### src/rtl/core/dswd_pkg.sv
// ----------------------------------------------------------------------------
// dswd_pkg: shared types and constants for the date span day counter
// Field widths, calendar tables, reciprocal constants, sequencer states and
// the payload structs of the three channels.
// ----------------------------------------------------------------------------
package dswd_pkg;

  // field widths
  localparam int unsigned DAY_W  = 5;
  localparam int unsigned MON_W  = 4;
  localparam int unsigned YEAR_W = 14;
  localparam int unsigned WD_W   = 3;
  localparam int unsigned CNT_W  = 22;
  localparam int unsigned MASK_W = 7;

  // internal widths
  localparam int unsigned R100_W = 7;   // year mod 100
  localparam int unsigned R400_W = 9;   // year mod 400
  localparam int unsigned Q100_W = 8;   // year div 100
  localparam int unsigned Q400_W = 6;   // year div 400
  localparam int unsigned SUM_W  = 16;  // weekday congruence sum
  localparam int unsigned PROD_W = YEAR_W + 10;

  // calendar limits
  localparam int unsigned MAX_YEAR   = 9999;
  localparam int unsigned YEARS_CENT = 100;
  localparam int unsigned YEARS_QUAD = 400;
  localparam int unsigned WEEK_DAYS  = 7;

  localparam logic [MON_W-1:0]  MON_JAN   = MON_W'(1);
  localparam logic [MON_W-1:0]  MON_MAR   = MON_W'(3);
  localparam logic [MON_W-1:0]  MON_DEC   = MON_W'(12);
  localparam logic [WD_W-1:0]   WD_LAST   = WD_W'(6);
  localparam logic [R100_W-1:0] R100_LAST = R100_W'(99);
  localparam logic [R400_W-1:0] R400_LAST = R400_W'(399);
  localparam logic [CNT_W-1:0]  CNT_MAX   = '1;

  localparam logic [MASK_W-1:0] WEEKEND_MASK_RST = MASK_W'(96);

  // reciprocal multipliers: x/25 and x/7 for the value ranges in use
  localparam int unsigned DIV25_MUL = 1311;
  localparam int unsigned DIV25_SH  = 15;
  localparam int unsigned DIV7_MUL  = 18725;
  localparam int unsigned DIV7_SH   = 17;

  typedef struct packed {
    logic [DAY_W-1:0]  day;
    logic [MON_W-1:0]  month;
    logic [YEAR_W-1:0] year;
  } date_t;

  typedef struct packed {
    logic [DAY_W-1:0]  start_day;
    logic [MON_W-1:0]  start_month;
    logic [YEAR_W-1:0] start_year;
    logic [DAY_W-1:0]  end_day;
    logic [MON_W-1:0]  end_month;
    logic [YEAR_W-1:0] end_year;
  } req_t;

  typedef struct packed {
    logic [CNT_W-1:0] weekend_days;
    logic [CNT_W-1:0] business_days;
    logic [WD_W-1:0]  start_weekday;
    logic [WD_W-1:0]  end_weekday;
    logic             status;
  } res_t;

  typedef struct packed {
    logic [MASK_W-1:0] weekend_mask;
  } cfg_t;

  // what the calendar unit reports about one date
  typedef struct packed {
    logic              ok;
    logic [WD_W-1:0]   weekday;
    logic [R100_W-1:0] r100;
    logic [R400_W-1:0] r400;
  } cal_info_t;

  typedef struct packed {
    logic load;
    logic step;
  } walk_ctrl_t;

  typedef enum logic [2:0] {
    ST_IDLE,
    ST_CALC_S,
    ST_WAIT_S,
    ST_CALC_E,
    ST_WAIT_E,
    ST_DECIDE,
    ST_WALK,
    ST_FINISH
  } seq_state_t;

  // leap rule from the low year bits and the year residues
  function automatic logic is_leap(input logic [1:0] y_lo,
                                   input logic [R100_W-1:0] r100,
                                   input logic [R400_W-1:0] r400);
    return (r400 == '0) || ((y_lo == 2'b00) && (r100 != '0));
  endfunction

  // days in a month, zero for a month code outside the year
  function automatic logic [DAY_W-1:0] month_len(input logic [MON_W-1:0] m,
                                                 input logic leap);
    logic [DAY_W-1:0] len;
    unique case (m)
      4'd1, 4'd3, 4'd5, 4'd7, 4'd8, 4'd10, 4'd12: len = DAY_W'(31);
      4'd4, 4'd6, 4'd9, 4'd11:                    len = DAY_W'(30);
      4'd2:    len = leap ? DAY_W'(29) : DAY_W'(28);
      default: len = '0;
    endcase
    return len;
  endfunction

  // floor(31 * mm / 12) for the March based month
  function automatic logic [DAY_W-1:0] month_offset(input logic [MON_W-1:0] mm);
    logic [DAY_W-1:0] ofs;
    unique case (mm)
      4'd1:    ofs = DAY_W'(2);
      4'd2:    ofs = DAY_W'(5);
      4'd3:    ofs = DAY_W'(7);
      4'd4:    ofs = DAY_W'(10);
      4'd5:    ofs = DAY_W'(12);
      4'd6:    ofs = DAY_W'(15);
      4'd7:    ofs = DAY_W'(18);
      4'd8:    ofs = DAY_W'(20);
      4'd9:    ofs = DAY_W'(23);
      4'd10:   ofs = DAY_W'(25);
      4'd11:   ofs = DAY_W'(28);
      4'd12:   ofs = DAY_W'(31);
      default: ofs = '0;
    endcase
    return ofs;
  endfunction

endpackage

### src/rtl/core/dswd_chan_if.sv
// ----------------------------------------------------------------------------
// dswd_chan_if: valid/ready channel
// Carries one item per handshake; the payload type is set per instance.
// ----------------------------------------------------------------------------
interface dswd_chan_if #(
  parameter type payload_t = logic
);
  logic     valid;
  logic     ready;
  payload_t data;

  modport source (output valid, output data, input ready);
  modport sink   (input valid, input data, output ready);
endinterface

### src/rtl/core/dswd_calc.sv
// ----------------------------------------------------------------------------
// dswd_calc: calendar unit
// Three-stage pipeline giving validity, weekday and year residues of a date.
// Shared by the start and the end date of an item.
// ----------------------------------------------------------------------------
module dswd_calc
  import dswd_pkg::*;
(
  input  logic      clk,
  input  logic      rst_n,
  input  logic      in_valid,
  input  date_t     in_date,
  output logic      out_valid,
  output cal_info_t out_info
);

  // march based year and month
  logic              shift_early;
  logic [YEAR_W-1:0] yy;
  logic [MON_W-1:0]  mm;
  logic [PROD_W-1:0] p100;
  logic [PROD_W-1:0] p400;

  assign shift_early = (in_date.month < MON_MAR);
  assign yy = shift_early ? in_date.year - YEAR_W'(1) : in_date.year;
  assign mm = shift_early ? in_date.month + MON_W'(10) : in_date.month - MON_W'(2);

  // yy/100 = (yy/4)/25 and yy/400 = (yy/16)/25 by reciprocal
  assign p100 = PROD_W'(yy[YEAR_W-1:2]) * PROD_W'(DIV25_MUL);
  assign p400 = PROD_W'(yy[YEAR_W-1:4]) * PROD_W'(DIV25_MUL);

  logic              v1_r;
  logic [DAY_W-1:0]  d1_r;
  logic [MON_W-1:0]  mo1_r;
  logic [YEAR_W-1:0] y1_r;
  logic [YEAR_W-1:0] yy1_r;
  logic [MON_W-1:0]  mm1_r;
  logic              shift1_r;
  logic [Q100_W-1:0] q100_1_r;
  logic [Q400_W-1:0] q400_1_r;

  // stage 1 registers
  always_ff @(posedge clk) begin
    if (!rst_n) begin
      v1_r <= 1'b0;
    end else begin
      v1_r <= in_valid;
    end
    d1_r     <= in_date.day;
    mo1_r    <= in_date.month;
    y1_r     <= in_date.year;
    yy1_r    <= yy;
    mm1_r    <= mm;
    shift1_r <= shift_early;
    q100_1_r <= Q100_W'(p100 >> DIV25_SH);
    q400_1_r <= Q400_W'(p400 >> DIV25_SH);
  end

  // residues of the shifted year, moved back to the calendar year
  logic [YEAR_W-1:0] rem100_full;
  logic [YEAR_W-1:0] rem400_full;
  logic [R100_W-1:0] r100_yy;
  logic [R400_W-1:0] r400_yy;
  logic [R100_W-1:0] r100_y;
  logic [R400_W-1:0] r400_y;
  logic              leap;
  logic [SUM_W-1:0]  wd_sum;
  logic              date_ok;

  assign rem100_full = yy1_r - YEAR_W'(q100_1_r) * YEAR_W'(YEARS_CENT);
  assign rem400_full = yy1_r - YEAR_W'(q400_1_r) * YEAR_W'(YEARS_QUAD);
  assign r100_yy     = rem100_full[R100_W-1:0];
  assign r400_yy     = rem400_full[R400_W-1:0];

  assign r100_y = !shift1_r ? r100_yy :
                  (r100_yy == R100_LAST) ? '0 : r100_yy + R100_W'(1);
  assign r400_y = !shift1_r ? r400_yy :
                  (r400_yy == R400_LAST) ? '0 : r400_yy + R400_W'(1);
  assign leap   = is_leap(y1_r[1:0], r100_y, r400_y);

  // congruence sum before the mod 7
  assign wd_sum = SUM_W'(d1_r) + SUM_W'(yy1_r) + SUM_W'(yy1_r[YEAR_W-1:2])
                - SUM_W'(q100_1_r) + SUM_W'(q400_1_r) + SUM_W'(month_offset(mm1_r));

  assign date_ok = (d1_r != '0) && (d1_r <= month_len(mo1_r, leap))
                && (y1_r != '0) && (32'(y1_r) <= MAX_YEAR);

  logic              v2_r;
  logic [SUM_W-1:0]  sum2_r;
  logic [R100_W-1:0] r100_2_r;
  logic [R400_W-1:0] r400_2_r;
  logic              ok2_r;

  // stage 2 registers
  always_ff @(posedge clk) begin
    if (!rst_n) begin
      v2_r <= 1'b0;
    end else begin
      v2_r <= v1_r;
    end
    sum2_r   <= wd_sum;
    r100_2_r <= r100_y;
    r400_2_r <= r400_y;
    ok2_r    <= date_ok;
  end

  // sum/7 by reciprocal
  logic [2*SUM_W-1:0] p7;

  assign p7 = (2*SUM_W)'(sum2_r) * (2*SUM_W)'(DIV7_MUL);

  logic              v3_r;
  logic [SUM_W-1:0]  sum3_r;
  logic [SUM_W-1:0]  q7_3_r;
  logic [R100_W-1:0] r100_3_r;
  logic [R400_W-1:0] r400_3_r;
  logic              ok3_r;

  // stage 3 registers
  always_ff @(posedge clk) begin
    if (!rst_n) begin
      v3_r <= 1'b0;
    end else begin
      v3_r <= v2_r;
    end
    sum3_r   <= sum2_r;
    q7_3_r   <= SUM_W'(p7 >> DIV7_SH);
    r100_3_r <= r100_2_r;
    r400_3_r <= r400_2_r;
    ok3_r    <= ok2_r;
  end

  // remainder gives the weekday
  logic [SUM_W-1:0] wd_rem;

  assign wd_rem = sum3_r - q7_3_r * SUM_W'(WEEK_DAYS);

  assign out_valid        = v3_r;
  assign out_info.ok      = ok3_r;
  assign out_info.weekday = wd_rem[WD_W-1:0];
  assign out_info.r100    = r100_3_r;
  assign out_info.r400    = r400_3_r;

endmodule

### src/rtl/core/dswd_walk.sv
// ----------------------------------------------------------------------------
// dswd_walk: day stepping unit
// Advances a date and its weekday by one day per step and tallies each day
// as weekend or business day under the weekend mask.
// ----------------------------------------------------------------------------
module dswd_walk
  import dswd_pkg::*;
(
  input  logic              clk,
  input  logic              rst_n,
  input  walk_ctrl_t        ctrl,
  input  date_t             start_date,
  input  date_t             end_date,
  input  logic [WD_W-1:0]   start_weekday,
  input  logic [R100_W-1:0] start_r100,
  input  logic [R400_W-1:0] start_r400,
  input  logic [MASK_W-1:0] weekend_mask,
  output logic              at_end,
  output logic [CNT_W-1:0]  weekend_days,
  output logic [CNT_W-1:0]  business_days
);

  date_t             walk_date_r,    walk_date_nxt;
  logic [WD_W-1:0]   walk_weekday_r, walk_weekday_nxt;
  logic [R100_W-1:0] r100_r,         r100_nxt;
  logic [R400_W-1:0] r400_r,         r400_nxt;
  logic [CNT_W-1:0]  weekend_tally_r,  weekend_tally_nxt;
  logic [CNT_W-1:0]  business_tally_r, business_tally_nxt;

  logic leap;
  logic last_day;
  logic last_month;

  assign leap       = is_leap(walk_date_r.year[1:0], r100_r, r400_r);
  assign last_day   = (walk_date_r.day == month_len(walk_date_r.month, leap));
  assign last_month = (walk_date_r.month == MON_DEC);
  assign at_end     = (walk_date_r == end_date);

  // load or advance one day
  always_comb begin
    walk_date_nxt      = walk_date_r;
    walk_weekday_nxt   = walk_weekday_r;
    r100_nxt           = r100_r;
    r400_nxt           = r400_r;
    weekend_tally_nxt  = weekend_tally_r;
    business_tally_nxt = business_tally_r;
    if (ctrl.load) begin
      walk_date_nxt      = start_date;
      walk_weekday_nxt   = start_weekday;
      r100_nxt           = start_r100;
      r400_nxt           = start_r400;
      weekend_tally_nxt  = '0;
      business_tally_nxt = '0;
    end else if (ctrl.step) begin
      if (last_day) begin
        walk_date_nxt.day = DAY_W'(1);
        if (last_month) begin
          walk_date_nxt.month = MON_JAN;
          walk_date_nxt.year  = walk_date_r.year + YEAR_W'(1);
          r100_nxt = (r100_r == R100_LAST) ? '0 : r100_r + R100_W'(1);
          r400_nxt = (r400_r == R400_LAST) ? '0 : r400_r + R400_W'(1);
        end else begin
          walk_date_nxt.month = walk_date_r.month + MON_W'(1);
        end
      end else begin
        walk_date_nxt.day = walk_date_r.day + DAY_W'(1);
      end
      walk_weekday_nxt = (walk_weekday_r == WD_LAST) ? '0 : walk_weekday_r + WD_W'(1);
      // tally the day being left, saturating
      if (weekend_mask[walk_weekday_r]) begin
        if (weekend_tally_r != CNT_MAX) weekend_tally_nxt = weekend_tally_r + CNT_W'(1);
      end else begin
        if (business_tally_r != CNT_MAX) business_tally_nxt = business_tally_r + CNT_W'(1);
      end
    end
  end

  // walk registers
  always_ff @(posedge clk) begin
    if (!rst_n) begin
      walk_date_r      <= '0;
      walk_weekday_r   <= '0;
      r100_r           <= '0;
      r400_r           <= '0;
      weekend_tally_r  <= '0;
      business_tally_r <= '0;
    end else begin
      walk_date_r      <= walk_date_nxt;
      walk_weekday_r   <= walk_weekday_nxt;
      r100_r           <= r100_nxt;
      r400_r           <= r400_nxt;
      weekend_tally_r  <= weekend_tally_nxt;
      business_tally_r <= business_tally_nxt;
    end
  end

  assign weekend_days  = weekend_tally_r;
  assign business_days = business_tally_r;

endmodule

### src/rtl/core/date_span_weekend_day_counter_unit.sv
// ----------------------------------------------------------------------------
// date_span_weekend_day_counter_unit: weekend and business days in a span
// Sequence: after input accept the start and end dates pass the calendar unit
//   in turn, then the days from start to end are walked; an empty or invalid
//   span skips the walk and goes straight to the result.
// Throughput: one item at a time; the day walk steps one day per cycle, so
//   the walk loop sets the rate. A new item is taken once the result is in
//   the output register, while it still waits to be taken.
// Reset: synchronous, active low; returns to idle, mask to Friday/Saturday.
// ----------------------------------------------------------------------------
module date_span_weekend_day_counter_unit
  import dswd_pkg::*;
(
  input  logic         clk,
  input  logic         rst_n,
  dswd_chan_if.sink    in_ch,
  dswd_chan_if.source  out_ch,
  dswd_chan_if.sink    cfg_ch
);

  seq_state_t        state_r, state_nxt;
  req_t              req_r;
  logic [MASK_W-1:0] mask_r;
  cal_info_t         sinfo_r;
  cal_info_t         einfo_r;
  logic              out_valid_r, out_valid_nxt;
  res_t              res_r, res_nxt;

  logic       calc_go;
  date_t      calc_date;
  logic       calc_valid;
  cal_info_t  calc_info;
  walk_ctrl_t walk_ctrl;
  logic       walk_at_end;
  logic [CNT_W-1:0] walk_weekend;
  logic [CNT_W-1:0] walk_business;
  logic       res_load;
  logic       sinfo_en;
  logic       einfo_en;

  date_t start_date;
  date_t end_date;
  logic  dates_ok;
  logic  span_pos;

  assign start_date = '{day: req_r.start_day, month: req_r.start_month,
                        year: req_r.start_year};
  assign end_date   = '{day: req_r.end_day, month: req_r.end_month,
                        year: req_r.end_year};
  assign dates_ok   = sinfo_r.ok && einfo_r.ok;
  assign span_pos   = ({start_date.year, start_date.month, start_date.day}
                     < {end_date.year, end_date.month, end_date.day});

  assign in_ch.ready  = (state_r == ST_IDLE);
  assign cfg_ch.ready = 1'b1;

  // calendar unit, start date first then end date
  assign calc_date = (state_r == ST_CALC_E) ? end_date : start_date;

  dswd_calc u_calc (
    .clk       (clk),
    .rst_n     (rst_n),
    .in_valid  (calc_go),
    .in_date   (calc_date),
    .out_valid (calc_valid),
    .out_info  (calc_info)
  );

  dswd_walk u_walk (
    .clk           (clk),
    .rst_n         (rst_n),
    .ctrl          (walk_ctrl),
    .start_date    (start_date),
    .end_date      (end_date),
    .start_weekday (sinfo_r.weekday),
    .start_r100    (sinfo_r.r100),
    .start_r400    (sinfo_r.r400),
    .weekend_mask  (mask_r),
    .at_end        (walk_at_end),
    .weekend_days  (walk_weekend),
    .business_days (walk_business)
  );

  // sequencer next state and controls
  always_comb begin
    state_nxt = state_r;
    calc_go   = 1'b0;
    walk_ctrl = '0;
    res_load  = 1'b0;
    sinfo_en  = 1'b0;
    einfo_en  = 1'b0;
    unique case (state_r)
      ST_IDLE: begin
        if (in_ch.valid) state_nxt = ST_CALC_S;
      end
      ST_CALC_S: begin
        calc_go   = 1'b1;
        state_nxt = ST_WAIT_S;
      end
      ST_WAIT_S: begin
        if (calc_valid) begin
          sinfo_en  = 1'b1;
          state_nxt = ST_CALC_E;
        end
      end
      ST_CALC_E: begin
        calc_go   = 1'b1;
        state_nxt = ST_WAIT_E;
      end
      ST_WAIT_E: begin
        if (calc_valid) begin
          einfo_en  = 1'b1;
          state_nxt = ST_DECIDE;
        end
      end
      ST_DECIDE: begin
        if (dates_ok && span_pos) begin
          walk_ctrl.load = 1'b1;
          state_nxt      = ST_WALK;
        end else begin
          state_nxt = ST_FINISH;
        end
      end
      ST_WALK: begin
        if (walk_at_end) begin
          state_nxt = ST_FINISH;
        end else begin
          walk_ctrl.step = 1'b1;
        end
      end
      ST_FINISH: begin
        if (!out_valid_r || out_ch.ready) begin
          res_load  = 1'b1;
          state_nxt = ST_IDLE;
        end
      end
    endcase
  end

  // result item
  always_comb begin
    res_nxt = '0;
    if (!dates_ok) begin
      res_nxt.status = 1'b1;
    end else begin
      res_nxt.start_weekday = sinfo_r.weekday;
      res_nxt.end_weekday   = einfo_r.weekday;
      if (span_pos) begin
        res_nxt.weekend_days  = walk_weekend;
        res_nxt.business_days = walk_business;
      end
    end
  end

  // output register handshake
  always_comb begin
    out_valid_nxt = out_valid_r;
    if (res_load) begin
      out_valid_nxt = 1'b1;
    end else if (out_valid_r && out_ch.ready) begin
      out_valid_nxt = 1'b0;
    end
  end

  // control registers
  always_ff @(posedge clk) begin
    if (!rst_n) begin
      state_r     <= ST_IDLE;
      out_valid_r <= 1'b0;
      mask_r      <= WEEKEND_MASK_RST;
    end else begin
      state_r     <= state_nxt;
      out_valid_r <= out_valid_nxt;
      if (cfg_ch.valid && cfg_ch.ready) mask_r <= cfg_ch.data.weekend_mask;
    end
  end

  // payload registers
  always_ff @(posedge clk) begin
    if (in_ch.valid && in_ch.ready) req_r <= in_ch.data;
    if (sinfo_en) sinfo_r <= calc_info;
    if (einfo_en) einfo_r <= calc_info;
    if (res_load) res_r <= res_nxt;
  end

  assign out_ch.valid = out_valid_r;
  assign out_ch.data  = res_r;

`ifndef ASSERT_OFF
  // an invalid date carries no counts and no weekdays
  a_err_clear: assert property (@(posedge clk) disable iff (!rst_n)
    out_ch.valid && out_ch.data.status |->
      (out_ch.data.weekend_days == '0) && (out_ch.data.business_days == '0)
      && (out_ch.data.start_weekday == '0) && (out_ch.data.end_weekday == '0))
    else $error("error result with nonzero fields");

  // weekdays from the calendar unit stay in range
  a_wd_range: assert property (@(posedge clk) disable iff (!rst_n)
    calc_valid |-> (calc_info.weekday <= WD_LAST))
    else $error("weekday out of range");

  // calendar results arrive only while the sequencer waits for them
  a_calc_window: assert property (@(posedge clk) disable iff (!rst_n)
    calc_valid |-> (state_r == ST_WAIT_S) || (state_r == ST_WAIT_E))
    else $error("calendar result outside wait state");

  // the walk runs only over a valid, non-empty span
  a_walk_span: assert property (@(posedge clk) disable iff (!rst_n)
    state_r == ST_WALK |-> dates_ok && span_pos)
    else $error("walk on invalid or empty span");
`endif

endmodule

### src/flat_wrapper.sv
// flat-port wrapper written by rule: the top's interface ports become plain ports
module date_span_weekend_day_counter_unit_flat import dswd_pkg::*;
  (clk, rst_n, in_ch_valid, in_ch_data, in_ch_ready, out_ch_valid, out_ch_data, out_ch_ready, cfg_ch_valid, cfg_ch_data, cfg_ch_ready);
  dswd_chan_if #(.payload_t(req_t)) in_ch_i ();
  dswd_chan_if #(.payload_t(res_t)) out_ch_i ();
  dswd_chan_if #(.payload_t(cfg_t)) cfg_ch_i ();
  input  logic clk;
  input  logic rst_n;
  input wire logic [$bits(in_ch_i.valid)-1:0] in_ch_valid;
  input wire logic [$bits(in_ch_i.data)-1:0] in_ch_data;
  output wire logic [$bits(in_ch_i.ready)-1:0] in_ch_ready;
  output wire logic [$bits(out_ch_i.valid)-1:0] out_ch_valid;
  output wire logic [$bits(out_ch_i.data)-1:0] out_ch_data;
  input wire logic [$bits(out_ch_i.ready)-1:0] out_ch_ready;
  input wire logic [$bits(cfg_ch_i.valid)-1:0] cfg_ch_valid;
  input wire logic [$bits(cfg_ch_i.data)-1:0] cfg_ch_data;
  output wire logic [$bits(cfg_ch_i.ready)-1:0] cfg_ch_ready;
  assign in_ch_i.valid = in_ch_valid;
  assign in_ch_i.data = in_ch_data;
  assign in_ch_ready = in_ch_i.ready;
  assign out_ch_valid = out_ch_i.valid;
  assign out_ch_data = out_ch_i.data;
  assign out_ch_i.ready = out_ch_ready;
  assign cfg_ch_i.valid = cfg_ch_valid;
  assign cfg_ch_i.data = cfg_ch_data;
  assign cfg_ch_ready = cfg_ch_i.ready;
  date_span_weekend_day_counter_unit u_core (.clk(clk), .rst_n(rst_n), .in_ch(in_ch_i), .out_ch(out_ch_i), .cfg_ch(cfg_ch_i));
endmodule
### config.mk
export PLATFORM = sky130hd
export DESIGN_NAME = date_span_weekend_day_counter_unit_flat
export DESIGN_NICKNAME = d
export VERILOG_FILES = /design/src/rtl/core/dswd_pkg.sv /design/src/rtl/core/dswd_chan_if.sv /design/src/rtl/core/dswd_calc.sv /design/src/rtl/core/dswd_walk.sv /design/src/rtl/core/date_span_weekend_day_counter_unit.sv /design/src/flat_wrapper.sv
export SDC_FILE = /design/constraint.sdc
export NUM_CORES = 1
export LEC_CHECK = 0
export BUFFER_PORTS_ARGS = -buffer_cell sky130_fd_sc_hd__buf_2
export CAP_MARGIN = 20
export CELL_PAD_IN_SITES_DETAIL_PLACEMENT = 1
export CELL_PAD_IN_SITES_GLOBAL_PLACEMENT = 1
export CORE_UTILIZATION = 50
export DETAILED_ROUTE_END_ITERATION = 7
export PLACE_DENSITY = 0.84
export REMOVE_ABC_BUFFERS = 1
export SYNTH_ARGS = -nofsm -noshare
export SYNTH_HDL_FRONTEND = slang
export SYNTH_SLANG_ARGS = --single-unit
### constraint.sdc
create_clock -name clk -period 10.7 [get_ports clk]
set_input_delay 2.14 -clock clk [delete_from_list [all_inputs] [get_ports clk]]
set_output_delay 2.14 -clock clk [all_outputs]
set_load 0.005 [all_outputs]
### Word level (Yosys, flattened, before mapping)

Memory sizes are Yosys's and may differ from the RTL's. A register that Yosys moved wholly into a read port is not among the register bits.
Cells that the tools add are included.

* register bits: 340
* latch bits: 0
* bits in writable memories: 0
* memory bits (read-only): 80
* bits of input ports: 58
* logic and storage cells: 217
* memories: 1

* add/subtract/negate cells: 21
* multipliers: 6
* div/mod/pow operators: 0
* magnitude comparators: 5
* equal/unequal tests: 45
* shift-type cells: 0
* multiplexer cells: 52
* bitwise operators: 2
* reductions and logical operators: 38

Memory list
* (name not given): words 16, width 5, read ports 1, clocked after Yosys merged registers in 1, wr ports 0, RTL line dswd_pkg.sv:120 `unique case (mm)`

Operators with widths (number)
* two-way mux 23 bit: 3
* two-way mux 9 bit: 7
* two-way mux 7 bit: 7
* adder 22 x 1 -> 22 bit, second input constant: 2
* inequality test 22 bit, second input constant: 2
* == test 4 bit, second input constant: 10
* == test 4 x 3 -> 1 bit, second input constant: 8
* multiplier 16 x 15 -> 31 bit, second input constant: 1
* one-hot mux 5 bit (3 select lines): 2
* two-way mux 14 bit: 2
* two-way mux 3 bit: 8
* one-hot mux 3 bit (8 select lines): 1
* == test 23 bit: 1
* less-than comparator 23 bit: 1
* multiplier 12 x 11 -> 23 bit, second input constant: 1
* multiplier 10 x 11 -> 21 bit, second input constant: 1
* adder 9 x 1 -> 9 bit, second input constant: 2
* == test 9 bit, second input constant: 2
* logical NOT 9 bit: 2
* two-way mux 18 bit: 1
* two-way mux 1 bit: 17
* adder 15 x 12 -> 16 bit: 1
* adder 16 x 5 -> 16 bit: 1
* adder 16 x 6 -> 16 bit: 1
* 48 further kinds: 85

### Longest topological paths before layout

Gate-level depths: netlist (run 1).

* depth in word-level cells: 14
* gate-level depth with buffers: 34

### Hierarchy

Synthesis (run 1) repeated with hierarchy kept, for this count alone.

* cells, all modules: 2151
* area, all modules: 22345.2 sq um

Modules (own cells, without submodules)
* dswd_calc: times used 1, cells an instance 1135, area an instance 11506.0 sq um, seq. area each 2322.2 sq um
* date_span_weekend_day_counter_unit: times used 1, cells an instance 381, area an instance 5699.2 sq um, seq. area each 3853.7 sq um
* dswd_walk: times used 1, cells an instance 635, area an instance 5139.9 sq um, seq. area each 1721.7 sq um

### Least setup slack after synthesis (run 1)

Ideal clock, no wire load.

* kind: flip-flop to flip-flop
* start: register u_core.state_r[1]
* end: register u_core.u_calc.q400_1_r[5]
* library setup time: 0.121 ns
* arrival time: 7.658 ns
* data required time: 10.579 ns
* setup slack: 2.922 ns
* cell stages (with the launch flop): 33
* period minus slack after synthesis: 7.778 ns
* cells stage by stage: dfxtp_1 buf_4 nand3b_1 buf_4 buf_2 buf_2 buf_1 nand2_1 o21ai_0 ha_1 nor3_1 mux2_4 nand4_1 nor3_2 xnor2_1 ha_1 ha_1 xnor2_1 ha_1 fa_1 inv_1 fa_1 fa_1 inv_1 ha_1 a21o_1 a21oi_1 or3b_2 o311ai_0 o211ai_1 a21boi_0 a21boi_0 xnor2_1

RTL lines
* start, declared: RTL line date_span_weekend_day_counter_unit.sv:21 `seq_state_t state_r, state_nxt;`
* start signal, assigned: RTL line date_span_weekend_day_counter_unit.sv:172 `state_r <= state_nxt;`
* end signal, assigned: RTL line dswd_calc.sv:56 `q400_1_r <= Q400_W'(p400 >> DIV25_SH);`
* end, declared: RTL line dswd_calc.sv:40 `logic [Q400_W-1:0] q400_1_r;`

==> results of run 1 <==
## stage by stage
stage                     setup WS, ns   util  cell area, µm²  hold WS, ns  cells
after floorplan                   2.10      -           21700        0.310   2098
after global placement            2.21  0.535           23100        0.311   2807
after detailed placement          1.73  0.536           23100        0.313   2808
after CTS                         1.59  0.566           24500        0.317   2878
after global routing             0.855  0.567           24500        0.326   2880
final                             1.55  0.567           24500        0.316   2880
## cells in the final DEF, fill, tap and decap left out, types with 21 or more instances in the layout
cell type	n
inv_1	306
o21ai_0	64
clkbuf_16	39
buf_2	110
edfxtp_1	121
fa_1	113
nor2_1	155
nor3_1	56
dfxtp_1	213
nor4_1	45
and3_1	21
nand2_1	92
a21oi_1	77
xor2_1	50
nand3_1	43
nand4_1	26
and2_1	42
ha_1	306
a21o_1	25
xnor2_1	120
## final timing paths
check / start / to / slack, ns / cells past startpoint
worst min register to register: u_core.u_calc.r400_2_r[4] / u_core.u_calc.r400_3_r[4] / 0.32 / 0
worst max-delay path: u_core.state_r[2] / u_core.u_calc.q400_1_r[5] / 1.55 / 30
worst max register to register: u_core.state_r[2] / u_core.u_calc.q400_1_r[5] / 1.55 / 30
worst min-delay path: u_core.u_calc.r400_2_r[4] / u_core.u_calc.r400_3_r[4] / 0.32 / 0
## registers in the layout, indices dropped and copies added (netlist names), 4 cells and up, named ones only
signal / count
u_core.u_calc.mo1_r: 4
u_core.u_calc.r400_2_r: 9
u_core.req_r: 23
u_core.mask_r: 7
u_core.u_walk.walk_date_r: 23
u_core.end_date: 23
u_core.u_calc.y1_r: 14
u_core.u_walk.weekend_days: 22
u_core.u_walk.r400_r: 9
u_core.u_walk.business_days: 22
u_core.u_calc.r100_2_r: 7
u_core.u_calc.sum2_r: 16
u_core.u_calc.q400_1_r: 6
u_core.u_calc.r400_3_r: 9
u_core.u_calc.yy1_r: 14
u_core.out_ch.data: 51
u_core.sinfo_r: 20
u_core.u_calc.d1_r: 5
u_core.einfo_r: 4
u_core.u_calc.r100_3_r: 7
u_core.u_calc.q100_1_r: 8
u_core.u_walk.r100_r: 7
## metal layers
metal | GRT usage | up-vias
met2 | 0.500 | 391
met1 | 0.302 | 8080
met4 | 0.0920 | 0
li1 | - | 7573
met5 | 0 | -
met3 | 0.0346 | 132
## cells by family (layout without fill, tap and decap cells)
group                      Yosys count  after routing  share of synthesized area
AOI/OAI and AO/OA                  270            270                     0.0778
xor gates and xnor gates           175            175                     0.0720
adders and majority gates          419            419                      0.277
buffers and inverters              368            505                     0.0655
DFF                                334            334                      0.359
muxes                               27             27                     0.0139
other                                1              1                   0.000171
and+or+nand+nor                    564            564                      0.134
## layout make-up
| class | instances | area share |
|---|---|---|
| Multi-Input combinational cell | 1456 | 0.517 |
| Sequential cell | 334 | 0.323 |
| Inverter | 308 | 0.0472 |
| Clock buffer | 44 | 0.0410 |
| Tap cell | 585 | 0.0299 |
| Timing Repair Buffer | 127 | 0.0290 |
| Clock inverter | 26 | 0.0129 |
==> metrics.md, run 1 <==
| Metric | Value |
|---|---|
| Die extent in y | `212 µm` |
| Routed wire length | `58.0 mm` |
| Seq cells post-synth | `334` |
| Met2 wire len | `31.1 mm` |
| Initial antenna violation count | `0` |
| Detailed router's first-iteration violation count | `802` |
| Nets@finish | `2,742` |
| Via count | `16,200` |
| Vias in the first global route | `18,000` |
| Crit end category | `register` |
| Post-synthesis sequential area ratio | `0.359` |
| Synth Flop Type | `dfxtp_1` |
| WP data required | `11.13 ns` |
| HP Class | `reg -> reg` |
| Setup Skew | `0.0307 ns` |
| Max Used Layer | `met4` |
| Initial Util | `0.509` |
| Metal3 WL | `2.06 mm` |
| WP buf/inv | `6` |
| Largest net degree at the start of global routing | `66` |
| Crit-path max FO | `56` |
| First-pass GRT wire length | `93.5 mm` |
| Filler instances | `4,739` |
| Status | `finished, final reports clean` |
| Row count | `76` |
| Vias/cell | `5.62` |
| Final setup TNS | `0 ns` |
| Library cells used by synthesis | `86` |
| Die Area | `44,800 µm²` |
| Post-synth EDFFs | `121` |
| Hold violation total from the final report | `0` |
| Clk slew on worst S/H paths | `0.06 ns` |
| Crit-path slowest cell | `o311ai_0` |
| Post-CTS Setup Bufs | `0` |
| Antenna Cells | `0` |
| Top post-synthesis cells by area | `dfxtp_1 19%, ha_1 17%, edfxtp_1 17%, fa_1 10%, inv_1 5.2%` |
| Clk Latency, worst-skew pair | `0.57 ns` |
| Clock root cell | `clkbuf_16` |
| DRT Pass-1 Iters | `5` |
| Fin crit period | `9.15 ns` |
| Max clock buf depth | `3` |
| RSZ-0062 raised after global routing | `no` |
| Hold buffer count at cts | `0` |
| Post-DP HPWL | `43.4 mm` |
| Register area | `7900 µm²` |
| Cts repair resizes | `0` |
| CP delay by family, top | `adder cells` |
| Max-slew violations | `0` |
| CP Class | `reg -> reg` |
| Cell mode on critical path | `inv_1` |
| Area share of the largest cell type after synthesis | `0.194` |
| Critical path arrival | `9.58 ns` |
| Area occupied by multi-input gates | `12,700 µm²` |
| Final setup vio count | `0` |
| Post-synth top area cell | `dfxtp_1` |
| Max Clk Rate | `0.109 GHz` |
| Async set-reset flop share out of synthesis | `0` |
| WL met1 | `23.1 mm` |
| Slowest Stage Delay on Critical Path | `0.75 ns` |
| Drt wl/cell | `20.2 µm` |
| H-tree levels | `2` |
| Critical Path Source Type | `register` |
| Fraction of layout instances using a drive strength above 1 | `0.104` |
| Syn Inst Count | `2,158` |
| Cell area after synthesis | `22,000 µm²` |
| Fin crit share | `0.855` |
| Area Growth Syn to Fin | `11.4%` |
| Count of buffers from port buffering | `110` |
| CTS tree | `built` |
| ANT nets after route | `0` |
| Die width | `212 µm` |
| Slew headroom | `0.348` |
| Yosys warnings | `0` |
| Max Cap Viol | `0` |
| Placer Congestion | `0.878` |
| Global Route Usage Sum | `0.264` |
| Worst slew pin tran | `0.969 ns` |
| Most frequent cells after synthesis | `306 x ha_1, 306 x inv_1, 213 x dfxtp_1, 156 x nor2_1, 121 x edfxtp_1` |
| Synth Area per Inst | `10.2 µm²` |
| GRT overflow | `0` |
| Remaining DRCs | `0` |
| Core Area | `43,200 µm²` |
| # IOs | `112` |
| CTS sink count | `334` |
| CTS Buf Count | `38` |
Power of run 1 is not shown: default switching activity piles up to over one toggle a cycle in this logic, so the estimate is an artifact.
==> run 2, diff against run 1 <==
ABC_AREA = 1   (was not set)
CORE_UTILIZATION = 48   (was 50)
PLACE_DENSITY = 0.83   (was 0.84)
==> run 2 against run 1 <==
Net effect:
- clock skew shrank 0.0057 ns
- sequential share of layout area shrank 1.7 points
- count of clock-buffer cells in the layout grew 8
- largest cell class unchanged
- utilization shrank 2.6 points
- wire length grew 12%
- synthesized cell count grew 26%
==> metrics.md, run 2 <==
| Metric | Value |
|---|---|
| WP data required | `11.13 ns` |
| Most frequent cells after synthesis | `474 x inv_1, 463 x nand2_1, 306 x ha_1, 229 x nor2_1, 213 x dfxtp_1` |
| Worst slew pin tran | `1.09 ns` |
| CTS Buf Count | `39` |
| Drt wl/cell | `18.7 µm` |
| GRT overflow | `0` |
| Initial Util | `0.489` |
| Library cells used by synthesis | `58` |
| Routed wire length | `65.2 mm` |
| Flop2flop setup slack | `2.48 ns` |
| First-pass GRT wire length | `106 mm` |
| Hold_sp | `u_core.u_calc.ok2_r` |
| Most frequent cells in the layout | `474 x inv_1, 463 x nand2_1, 306 x ha_1` |
| Cell mode on critical path | `inv_1` |
| Status | `finished, final reports clean` |
| Syn Inst Count | `2,719` |
| Post-place setup slack | `2.62 ns` |
| Nets@finish | `3,311` |
| Post-synth top area cell | `dfxtp_1` |
| Fin crit share | `0.768` |
| Crit end category | `register` |
| Max clock buf depth | `3` |
| # IOs | `112` |
| Max Cap Viol | `0` |
| H-tree levels | `2` |
| RSZ-0062 raised after global routing | `no` |
| Post-DP HPWL | `50.6 mm` |
| Largest net degree at the start of global routing | `52` |
| Area Growth Syn to Fin | `10.7%` |
| Count of buffers from port buffering | `110` |
| Setup Skew | `0.0250 ns` |
| Antenna Cells | `0` |
| Critical path arrival | `8.65 ns` |
| Final setup TNS | `0 ns` |
| Post-synthesis sequential area ratio | `0.338` |
| Die width | `223 µm` |
| Synth Area per Inst | `8.60 µm²` |
| Crit-path max FO | `19` |
| Slowest Stage Delay on Critical Path | `0.87 ns` |
| Clk slew on worst S/H paths | `0.06 ns` |
| Top post-synthesis cells by area | `dfxtp_1 18%, ha_1 16%, edfxtp_1 16%, fa_1 9.7%, inv_1 7.6%` |
| Crit-path slowest cell | `o21ai_0` |
| Max Clk Rate | `0.122 GHz` |
| Async set-reset flop share out of synthesis | `0` |
| Clk Latency, worst-skew pair | `0.57 ns` |
| Die Area | `49,600 µm²` |
| Area share of the largest cell type after synthesis | `0.182` |
| Vias in the first global route | `20,600` |
| CP Class | `reg -> reg` |
| Fraction of layout instances using a drive strength above 1 | `0.0894` |
| Global Route Usage Sum | `0.268` |
| Remaining DRCs | `0` |
| Clock root cell | `clkbuf_16` |
| Post-CTS Setup Bufs | `0` |
| Cts repair resizes | `0` |
| DRT Pass-1 Iters | `5` |
| Detailed router's first-iteration violation count | `1,177` |
| Max-slew violations | `0` |
| Cell area after synthesis | `23,400 µm²` |
| Most common cell in the synthesized netlist | `inv_1` |
| Synth Flop Type | `dfxtp_1` |
| Hold_ws | `0.326 ns` |
| CTS tree | `built` |
| Via count | `18,900` |
| Vias/cell | `5.43` |
| Most common cell after layout, fill and taps aside | `inv_1` |
| RR Startpoint | `u_core.state_r[1]` |
| Final worst setup slack | `2.48 ns` |
| Worst Setup SP | `u_core.state_r[1]` |
| Row count | `80` |
| CTS sink count | `334` |
| Initial antenna violation count | `1` |
| Die extent in y | `223 µm` |
| Slew headroom | `0.268` |
| Yosys warnings | `0` |
| ANT nets after route | `0` |
| Filler instances | `5,691` |
| Fin crit period | `8.22 ns` |
| Final setup vio count | `0` |
| Post-synth EDFFs | `121` |
| Finished Core Util | `0.541` |
| Core Area | `47,800 µm²` |
| Critical Path Source Type | `register` |
| Seq cells post-synth | `334` |
| Placer Congestion | `0.922` |
| HP Class | `reg -> reg` |
| Largest register FFs | `51` |
| Hold buffer count at cts | `0` |
| Hold violation total from the final report | `0` |
==> run 2: layer usage <==
metal	part of all wire	global-route usage
met5	0	0
met4	0.026	0.0857
met3	0.036	0.0263
met2	0.51	0.482
met1	0.43	0.335
==> run 2: path summary, 6_finish.rpt <==
check | end | cells past startpoint
max | u_core.u_calc.q100_1_r[6] | 28
min | u_core.u_calc.ok3_r | 0
max reg2reg | u_core.u_calc.q100_1_r[6] | 28
min reg2reg | u_core.u_calc.ok3_r | 0
==> run 2: worst max-delay path: cells and delay by family, from the launching register on <==
kind	cells	cell delay, ns
flops	1	0.43
compound gates	3	1.15
xor+xnor	2	0.92
fa+ha+maj	7	2.95
simple gates	9	1.55
buf+inv	7	1.05
==> run 2: metrics by stage <==
step / instances / cell area, µm²
after detailed placement: 3407 / 24600
after global routing: 3480 / 25900
after floorplan: 2673 / 23200
final: 3480 / 25900
after global placement: 3407 / 24600
after CTS: 3479 / 25900
==> run 2: area by class of cell <==
class | count | area, µm² | area share
Sequential cell | 334 | 7900 | 0.305
Multi-Input combinational cell | 1852 | 13400 | 0.519
Clock inverter | 20 | 196 | 0.00759
Timing Repair Buffer | 120 | 646 | 0.0249
Clock buffer | 52 | 1100 | 0.0424
Inverter | 487 | 1830 | 0.0708
Tap cell | 615 | 769 | 0.0297
==> run 2: logic make-up (layout without fill, tap and decap cells) <==
family	after synthesis	count (layout)	share of synthesized area
flops	334	334	0.338
fa+ha+maj	419	419	0.261
compound gates	295	295	0.0692
buf+inv	533	679	0.0877
simple gates	995	995	0.190
other cells	1	1	0.000160
xor+xnor	142	142	0.0545
Power of run 2 is left out for the same reason.
==> run 3, diff against run 2 <==
ABC_AREA = 0   (was 1)
CORE_UTILIZATION = 50   (was 48)
PLACE_DENSITY = 0.84   (was 0.83)
clock period = 8.1 ns   (was 10.7 ns; I/O delays follow)
==> run 3 against run 2 <==
Net effect:
- flip-flop and latch count is the same
- register-to-register slack got worse by 2.0 ns
- die area shrank 9.6%
- critical path depth shrank 1
- hold slack worse by 0.0043 ns
- utilization is 2.8 points higher
- count of clock-buffer cells in the layout decreased by 8
- first-iteration DRC count shrank 36%
- worst setup slack got worse by 2.0 ns
- wire length decreased by 13%
- global-route usage is 0.87 points lower
==> metrics.md, run 3 (same netlist as run 1, synthesis figures left out) <==
| Metric | Value |
|---|---|
| Initial antenna violation count | `0` |
| Max Cap Viol | `0` |
| Setup Skew | `0.0216 ns` |
| Antenna Cells | `0` |
| Post-DP HPWL | `43.6 mm` |
| First-pass GRT wire length | `91.7 mm` |
| Clock root cell | `clkbuf_16` |
| Final setup vio count | `0` |
| Status | `finished, final reports clean` |
| Vias in the first global route | `17,800` |
| Critical Path Source Type | `register` |
| Count of buffers from port buffering | `110` |
| Nets@finish | `2,753` |
| Max-slew violations | `0` |
| Filler instances | `4,827` |
| Global Route Usage Sum | `0.259` |
| DRT Pass-1 Iters | `5` |
| GRT overflow | `0` |
| CP Class | `reg -> reg` |
| HP Class | `reg -> reg` |
| Remaining DRCs | `0` |
| Hold violation total from the final report | `0` |
| CTS Buf Count | `38` |
| Crit end category | `register` |
| H-tree levels | `2` |
| Fin crit period | `7.61 ns` |
| Critical path arrival | `8.04 ns` |
| Crit-path max FO | `45` |
| Die extent in y | `212 µm` |
| Max Clk Rate | `0.131 GHz` |
| Core Area | `43,200 µm²` |
| Die width | `212 µm` |
| Hold buffer count at cts | `0` |
| Reg2reg path depth | `27` |
| Largest register FFs | `51` |
| Most frequent cells in the layout | `306 x inv_1, 306 x ha_1, 212 x dfxtp_1` |
| Fin crit share | `0.939` |
| Vias/cell | `5.56` |
| Slew headroom | `0.394` |
| # IOs | `112` |
| Largest net degree at the start of global routing | `66` |
| Worst slew pin tran | `0.910 ns` |
| Clk Latency, worst-skew pair | `0.57 ns` |
| CTS sink count | `334` |
| Hold Path Stages | `0` |
| Via count | `16,100` |
| Placer Congestion | `0.897` |
| Initial Util | `0.509` |
| Detailed router's first-iteration violation count | `759` |
| Drt wl/cell | `19.7 µm` |
| Fraction of layout instances using a drive strength above 1 | `0.108` |
| Row count | `76` |
| Final setup TNS | `0 ns` |
| ANT nets after route | `0` |
| Area Growth Syn to Fin | `11.6%` |
| Max clock buf depth | `3` |
| Clk slew on worst S/H paths | `0.06 ns` |
| WP data required | `8.53 ns` |
| Die Area | `44,800 µm²` |
| Routed wire length | `57.0 mm` |
| CTS tree | `built` |
## run 3: layout make-up
| type | count | area [µm²] | share of cell area |
|---|---|---|---|
| sequential | 334 | 7900 | 0.322 |
| tap | 585 | 732 | 0.0298 |
| clock inverter | 26 | 240 | 0.00979 |
| timing repair buffer | 138 | 797 | 0.0325 |
| clock buffer | 44 | 1010 | 0.0413 |
| multi-input combinational | 1456 | 12700 | 0.518 |
| inverter | 308 | 1160 | 0.0471 |
## run 3: final timing paths
path / start / end / slack, ns
min reg2reg: u_core.u_calc.r400_2_r[0] / u_core.u_calc.r400_3_r[0] / 0.32
max: u_core.state_r[1] / u_core.u_calc.q100_1_r[6] / 0.49
min: u_core.u_calc.r400_2_r[0] / u_core.u_calc.r400_3_r[0] / 0.32
max reg2reg: u_core.state_r[1] / u_core.u_calc.q100_1_r[6] / 0.49
## run 3: timing repair
| action | in CTS | in global routing |
|---|---|---|
| setup buffers | 1 | 2 |
| pin swaps | 1 | 1 |
| setup endpoints to repair | 8 | 7 |
| gates resized for setup | 5 | 5 |
## run 3: layer usage
layer | track usage | wire [µm] | part of all wire
met3 | 0.0289 | 2080 | 0.036
met1 | 0.300 | 22900 | 0.40
met5 | 0 | 0 | 0
met2 | 0.484 | 30200 | 0.53
met4 | 0.102 | 1940 | 0.034
## run 3: worst max-delay path, stage by stage, from the launching register on
cell	delay, ns
dfxtp_2	0.43
nand3b_1	0.11
buf_4	0.18
buf_6	0.20
o21ai_0	0.28
ha_1	0.29
nor3_1	0.08
mux2_4	0.33
nand4_1	0.22
nor2_1	0.11
xnor2_1	0.68
xor2_1	0.23
ha_1	0.25
or2_2	0.30
ha_1	0.30
ha_1	0.22
fa_1	0.51
inv_1	0.05
fa_1	0.53
inv_1	0.05
ha_1	0.31
a211o_1	0.32
o311ai_2	0.38
a311oi_1	0.23
o21a_1	0.27
o21ai_0	0.30
a21oi_1	0.15
xnor2_1	0.16
## run 3: metrics by stage
stage | cell area, µm² | hold slack [ns] | instances | utilization | setup slack, ns
3_3_place_gp | 23200 | 0.311 | 2816 | 0.537 | 0.329
5_1_grt | 24500 | 0.337 | 2891 | 0.568 | -0.00788
6_report | 24500 | 0.321 | 2891 | 0.568 | 0.494
4_1_cts | 24500 | 0.322 | 2888 | 0.567 | 0.0348
3_5_place_dp | 23200 | 0.313 | 2817 | 0.537 | -0.199
2_1_floorplan | 21700 | 0.310 | 2098 | - | -0.503
Power of run 3 is left out for the same reason.
